### src/hw/rtl/apip_pkg.sv
// Package for the angular point-in-polygon test: widths, angle constants,
// arctangent table and the edge-pair queue entry type. No dependencies.
`timescale 1ns / 1ps

package apip_pkg;

    localparam int ANGLE_BITS = 16;
    localparam int ACC_BITS   = 32;
    localparam int VEC_BITS   = 36;   // 33-bit difference plus CORDIC growth
    localparam int ITER_BITS  = 5;
    localparam int ROUND_SH   = ACC_BITS - ANGLE_BITS;
    localparam int QUEUE_DEPTH = 2;

    localparam logic [ANGLE_BITS:0]   FULL_TURN = (ANGLE_BITS + 1)'(64'd1 << ANGLE_BITS);
    localparam logic [ANGLE_BITS-1:0] HALF_TURN = ANGLE_BITS'(64'd1 << (ANGLE_BITS - 1));
    localparam logic [ANGLE_BITS-1:0] SMALL_ARC =
        ANGLE_BITS'(((64'd1 << ANGLE_BITS) + 64'd100) / 64'd200);
    localparam logic [ACC_BITS-1:0]   ROUND_ADD = ACC_BITS'((64'd1 << ROUND_SH) >> 1);
    localparam logic [ACC_BITS-1:0]   ACC_HALF  = ACC_BITS'(64'd1 << (ACC_BITS - 1));

    typedef struct packed {
        logic                  last;
        logic [ANGLE_BITS-1:0] a2;
        logic [ANGLE_BITS-1:0] a1;
    } edge_pair_t;

    // atan(2^-i) in units of 2^-32 turn
    function automatic logic [ACC_BITS-1:0] atan_lookup(input logic [ITER_BITS-1:0] i);
        logic [ACC_BITS-1:0] v;
        unique case (i)
            5'd0:  v = 32'h20000000;
            5'd1:  v = 32'h12E4051E;
            5'd2:  v = 32'h09FB385B;
            5'd3:  v = 32'h051111D4;
            5'd4:  v = 32'h028B0D43;
            5'd5:  v = 32'h0145D7E1;
            5'd6:  v = 32'h00A2F61E;
            5'd7:  v = 32'h00517C55;
            5'd8:  v = 32'h0028BE53;
            5'd9:  v = 32'h00145F2F;
            5'd10: v = 32'h000A2F98;
            5'd11: v = 32'h000517CC;
            5'd12: v = 32'h00028BE6;
            5'd13: v = 32'h000145F3;
            5'd14: v = 32'h0000A2FA;
            5'd15: v = 32'h0000517D;
            5'd16: v = 32'h000028BE;
            5'd17: v = 32'h0000145F;
            5'd18: v = 32'h00000A30;
            5'd19: v = 32'h00000518;
            5'd20: v = 32'h0000028C;
            5'd21: v = 32'h00000146;
            5'd22: v = 32'h000000A3;
            5'd23: v = 32'h00000051;
            5'd24: v = 32'h00000029;
            5'd25: v = 32'h00000014;
            5'd26: v = 32'h0000000A;
            5'd27: v = 32'h00000005;
            5'd28: v = 32'h00000003;
            5'd29: v = 32'h00000001;
            5'd30: v = 32'h00000001;
            default: v = 32'h00000000;
        endcase
        return v;
    endfunction

    function automatic logic [ANGLE_BITS-1:0] adiff(input logic [ANGLE_BITS-1:0] from,
                                                   input logic [ANGLE_BITS-1:0] to);
        return ANGLE_BITS'(to - from);
    endfunction

endpackage

### src/hw/rtl/apip_front.sv
// Front end: accepts an edge, runs both endpoint vectors through two iterative
// CORDIC lanes (one step per cycle) and pushes the angle pair. Uses apip_pkg.
`timescale 1ns / 1ps

module apip_front (
    input  logic                       clk,
    input  logic                       rst_n,
    input  logic                       in_valid,
    output logic                       in_ready,
    input  logic [191:0]               in_data,
    input  logic                       in_last,
    output logic                       push,
    output apip_pkg::edge_pair_t       push_data,
    input  logic                       queue_full
);

    typedef enum logic [2:0] {
        ST_IDLE = 3'b001,
        ST_RUN  = 3'b010,
        ST_PUSH = 3'b100
    } front_state_t;

    front_state_t state_reg, state_next;
    logic [apip_pkg::ITER_BITS-1:0] iter_reg, iter_next;
    logic last_reg;

    logic signed [apip_pkg::VEC_BITS-1:0] x_reg [2];
    logic signed [apip_pkg::VEC_BITS-1:0] y_reg [2];
    logic [apip_pkg::ACC_BITS-1:0]        acc_reg [2];
    logic                                 zero_reg [2];

    logic signed [apip_pkg::VEC_BITS-1:0] x_load [2];
    logic signed [apip_pkg::VEC_BITS-1:0] y_load [2];
    logic [apip_pkg::ACC_BITS-1:0]        acc_load [2];
    logic                                 zero_load [2];
    logic signed [apip_pkg::VEC_BITS-1:0] x_step [2];
    logic signed [apip_pkg::VEC_BITS-1:0] y_step [2];
    logic [apip_pkg::ACC_BITS-1:0]        acc_step [2];
    logic [apip_pkg::ANGLE_BITS-1:0]      angle [2];

    logic accept;
    assign in_ready = (state_reg == ST_IDLE);
    assign accept   = in_valid && in_ready;

    always_comb
    begin
        logic signed [32:0] dx, dy, px, py;
        logic signed [apip_pkg::VEC_BITS-1:0] xs, ys;
        logic [apip_pkg::ACC_BITS-1:0] t, rnd;
        px = 33'(signed'(in_data[159:128]));
        py = 33'(signed'(in_data[191:160]));
        t  = apip_pkg::atan_lookup(iter_reg);
        for (int l = 0; l < 2; l++)
        begin
            dx = 33'(signed'(in_data[64*l +: 32])) - px;
            dy = 33'(signed'(in_data[64*l + 32 +: 32])) - py;
            zero_load[l] = (dx == '0) && (dy == '0);
            if (dx < 0)
            begin
                x_load[l]   = -apip_pkg::VEC_BITS'(dx);
                y_load[l]   = -apip_pkg::VEC_BITS'(dy);
                acc_load[l] = apip_pkg::ACC_HALF;
            end
            else
            begin
                x_load[l]   = apip_pkg::VEC_BITS'(dx);
                y_load[l]   = apip_pkg::VEC_BITS'(dy);
                acc_load[l] = '0;
            end
            xs = x_reg[l] >>> iter_reg;
            ys = y_reg[l] >>> iter_reg;
            if (y_reg[l] >= 0)
            begin
                x_step[l]   = x_reg[l] + ys;
                y_step[l]   = y_reg[l] - xs;
                acc_step[l] = acc_reg[l] + t;
            end
            else
            begin
                x_step[l]   = x_reg[l] - ys;
                y_step[l]   = y_reg[l] + xs;
                acc_step[l] = acc_reg[l] - t;
            end
            rnd = acc_reg[l] + apip_pkg::ROUND_ADD;
            angle[l] = zero_reg[l] ? '0 :
                apip_pkg::ANGLE_BITS'(rnd >> apip_pkg::ROUND_SH);
        end
    end

    always_comb
    begin
        state_next = state_reg;
        iter_next  = iter_reg;
        unique case (state_reg)
            ST_IDLE:
            begin
                if (accept)
                begin
                    state_next = ST_RUN;
                    iter_next  = '0;
                end
            end
            ST_RUN:
            begin
                iter_next = iter_reg + 1'b1;
                if (iter_reg == '1)
                    state_next = ST_PUSH;
            end
            ST_PUSH:
            begin
                if (!queue_full)
                    state_next = ST_IDLE;
            end
            default: state_next = ST_IDLE;
        endcase
    end

    always_ff @(posedge clk or negedge rst_n)
    begin
        if (!rst_n)
        begin
            state_reg <= ST_IDLE;
            iter_reg  <= '0;
        end
        else
        begin
            state_reg <= state_next;
            iter_reg  <= iter_next;
        end
    end

    always_ff @(posedge clk)
    begin
        if (accept)
            last_reg <= in_last;
        for (int l = 0; l < 2; l++)
        begin
            if (accept)
            begin
                x_reg[l]    <= x_load[l];
                y_reg[l]    <= y_load[l];
                acc_reg[l]  <= acc_load[l];
                zero_reg[l] <= zero_load[l];
            end
            else if (state_reg == ST_RUN)
            begin
                x_reg[l]   <= x_step[l];
                y_reg[l]   <= y_step[l];
                acc_reg[l] <= acc_step[l];
            end
        end
    end

    assign push           = (state_reg == ST_PUSH) && !queue_full;
    assign push_data.a1   = angle[0];
    assign push_data.a2   = angle[1];
    assign push_data.last = last_reg;

endmodule

### config.mk
export PLATFORM = sky130hd
export DESIGN_NAME = apip_front
export DESIGN_NICKNAME = d
export VERILOG_FILES = /design/src/hw/rtl/apip_pkg.sv /design/src/hw/rtl/apip_front.sv
export SDC_FILE = /design/constraint.sdc
export NUM_CORES = 2
export LEC_CHECK = 0
export BUFFER_PORTS_ARGS = -buffer_cell sky130_fd_sc_hd__buf_2
export CORE_ASPECT_RATIO = 1.2
export CORE_UTILIZATION = 45
export CTS_CLUSTER_SIZE = 14
export DETAILED_ROUTE_END_ITERATION = 8
export HOLD_SLACK_MARGIN = 0.06
export PLACE_DENSITY_LB_ADDON = 0.12
export SLEW_MARGIN = 20
export SYNTH_ARGS = -nofsm -noshare
export SYNTH_HDL_FRONTEND = slang
export SYNTH_SLANG_ARGS = --single-unit
### constraint.sdc
create_clock -name clk -period 8.35 [get_ports clk]
set_input_delay 1.67 -clock clk [delete_from_list [all_inputs] [get_ports clk]]
set_output_delay 1.67 -clock clk [all_outputs]
set_load 0.02 [all_outputs]
==> reports/summary.txt <==
Status = finished, final reports clean
Pins Over Slew Limit = 0
Std cell rows = 124
Final worst slack = 863 ps
Max frequency = 134 MHz
Num CTS Buffers = 28
Adder-cell share of the synthesized area = 10.5%
Vias post-DR = 43,990
Routability Congestion = 1.01
Layout Skew = 15.1 ps
EDFF count, synth = 211
Syn Area/Cell = 7.99 µm²
Clock Pin Slew Worst Setup and Hold Paths = 60 ps
Post-Synth XOR/XNOR Area = 10.3%
Synth Area in Compound Gates = 25.9%
Final wirelength = 169,000 µm
Biggest cell delay along the critical path = 650 ps
DRT Pass-1 Iters = 6
Seq/Total Area, Yosys = 14.9%
Worst reg-to-reg setup slack = 860 ps
Cell breakdown of the critical path = inv_1 -> ha_1 -> nand2b_1 -> a21oi_1 -> o31ai_1 -> nand3_1 -> nor3b_1 -> nand3_1 -> or3_1 -> nand3_1 -> o21ai_0 -> ha_1 -> a21o_1 -> a21o_1 -> a21oi_1 -> nor2_1 -> or4b_2 -> o31a_1 -> o31a_1 -> or4_1 -> a31oi_1 -> xnor2_1 -> a21oi_1
H-tree levels = 1
Simple-Gate Fraction of Synth Area = 19.7%
Critical path startpoint category = flop
Skew-Pair Late Insertion Delay = 620 ps
Post-CTS setup buffer count = 0
WS Path Type = reg2reg
Largest net degree at the start of global routing = 112
Final Hold Slack = 541 ps
Met3 usage = 3.62%
Asr flop ratio synth = 3.65%
Hold buffers post-CTS = 0
Die width = 287 µm
Yosys Warn Count = 0
Placed wire-length estimate = 135,000 µm
Yosys reg bits = 219
Area of the multi-input gates = 35,200 µm²
Remaining Overflow, GRT = 0
Clk sink count = 219
GR met1 Demand/Resource = 43.9%
Die area = 98,500 µm²
Root Driver = clkbuf_16
Total Routing Usage GR = 33.2%
Pre-CTS worst setup slack = 939 ps
1st-iter DRT viols = 4,481
Met2 Use GR = 51.5%
Min-Delay Path Class = reg2reg
Port buffer count = 231
MaxCap Viol Count = 0
Effective utilization at floorplan = 45.7%
Syn nets = 6,035
Slew headroom = 24.0%
# DRC = 0
Ports = 232
Yosys cell types = 108
Setup TNS = 0 ps
Post-CTS sizing = 0
TritonCTS clock tree = done
Worst Tran Pin Value = 1110 ps
Drt via density = 6.45
WL per Instance = 24.8 µm
Largest family of logic cells by synthesized area = compound AO/OA/AOI/OAI gates
Share of layout cells above drive strength 1 = 12.5%
Die height = 344 µm
Area growth syn-to-layout = 6.99%
Core Region = 95,700 µm²
Initial antenna violation count = 2
Vias in the first global route = 40,557
Data arrival, critical path = 7820 ps
Mapped cell area = 43,800 µm²
Grt peak-use layer = met2
Worst-path fanout max = 23
Routed Antenna Nets = 0
Crit path capture type = flop
Synth Instances = 5,478
Register area = 6560 µm²
RSZ-0062 raised after global routing = false
Primary FF master, synth = edfxtp_1
Proportion of synthesized area in mux cells = 14.1%
Fill cells = 9,537
Ratio of final minimum period to clock period = 89.7%
NumNets Final = 6,091
Final setup violation count = 0
Worst path slowest cell = ha_1
Data required, critical path = 8680 ps
Clk buf depth = 3
Min Tclk post-route = 7490 ps
Final Hold Vio Count = 0
First-pass GRT wire length = 252,000 µm
per-stage QoR:
stage	util, %	cells	area, µm²
global placement	47.9	6764	45900
finish	48.9	6817	46800
CTS	48.9	6816	46800
detailed placement	47.9	6764	45900
global route	48.9	6816	46800
floorplan	-	5478	43800
worst paths after layout:
path / startpoint / to / cells after the start
max in group asynchronous: rst_n / state_reg[0] / 1
worst min register to register: state_reg[0] / state_reg[2] / 1
worst max-delay path: iter_reg[1] / acc_reg[0][31] / 23
worst min-delay path: state_reg[0] / state_reg[2] / 1
worst max register to register: iter_reg[1] / acc_reg[0][31] / 23
min in group asynchronous: rst_n / iter_reg[2] / 1
cell families after synthesis:
kind of cell               Yosys count
xor gates and xnor gates           514
muxes                              380
buffers and inverters              479
and+or+nand+nor                   1780
adders and majority gates          360
AOI/OAI and AO/OA                 1746
DFF                                219
layout by cell type (no fill, tap or decap), types with 27 or more instances in the layout:
cell and count:
nand4_1 56, mux4_2 171, buf_2 231, nor4_1 31, buf_4 81, ha_1 350, nand3_1 139, and2_1 61
nand2_1 518, o22ai_1 49, nand2b_1 64, xor2_1 216, and3_1 51, o21a_1 85, o21bai_1 47, o31ai_1 65
o211ai_1 56, mux2i_1 139, xnor2_1 298, clkbuf_16 29, mux2_2 59, a21o_1 184, inv_1 186, nor2b_1 46
a211o_1 27, or2_2 35, a211oi_1 61, a21oi_1 463, nor3_1 87, nor2_1 508, a31oi_1 66, o21ai_0 361
edfxtp_1 211, or3_1 54
cells in the mapped netlist, types with 85 or more instances:
library cell	instances	share of area, %
xor2_1	216	4.3
edfxtp_1	211	14
xnor2_1	298	6.0
clkbuf_1	189	1.6
mux2i_1	139	3.2
nor2_1	509	4.4
nand2_1	519	4.5
inv_1	186	1.6
ha_1	350	10
a21o_1	184	3.2
o21a_1	85	1.5
nor3_1	87	1.0
mux4_2	171	8.8
o21ai_0	361	4.1
nand3_1	139	1.6
a21oi_1	463	5.3
area by class of cell:
cell class,instances,area share (%)
Timing Repair Buffer,315,3.90
Antenna cell,1,0.00535
Clock buffer,35,1.60
Inverter,190,1.53
Tap cell,1260,3.37
Sequential cell,219,14.0
Clock inverter,17,0.363
Multi-Input combinational cell,4780,75.2
worst max-delay path, delay by kind of cell, from the launching register on:
family                     cells  cell delay, ps
AOI/OAI and AO/OA             10            2160
xor gates and xnor gates       1             140
adders and majority gates      2            1050
buffers and inverters          1             390
DFF                            1             630
and+or+nand+nor                9            2840
per-layer routing:
| metal | vias to the layer above | share of wire [%] |
|---|---|---|
| met5 | - | 0.0065 |
| met4 | 2 | 7.4 |
| met3 | 387 | 7.7 |
| met2 | 2011 | 43 |
| met1 | 20757 | 41 |
| li1 | 20833 | - |
Power is left out: the tool's default activity adds up to more than one toggle a clock period on the data nets, which glitch-free logic cannot reach.
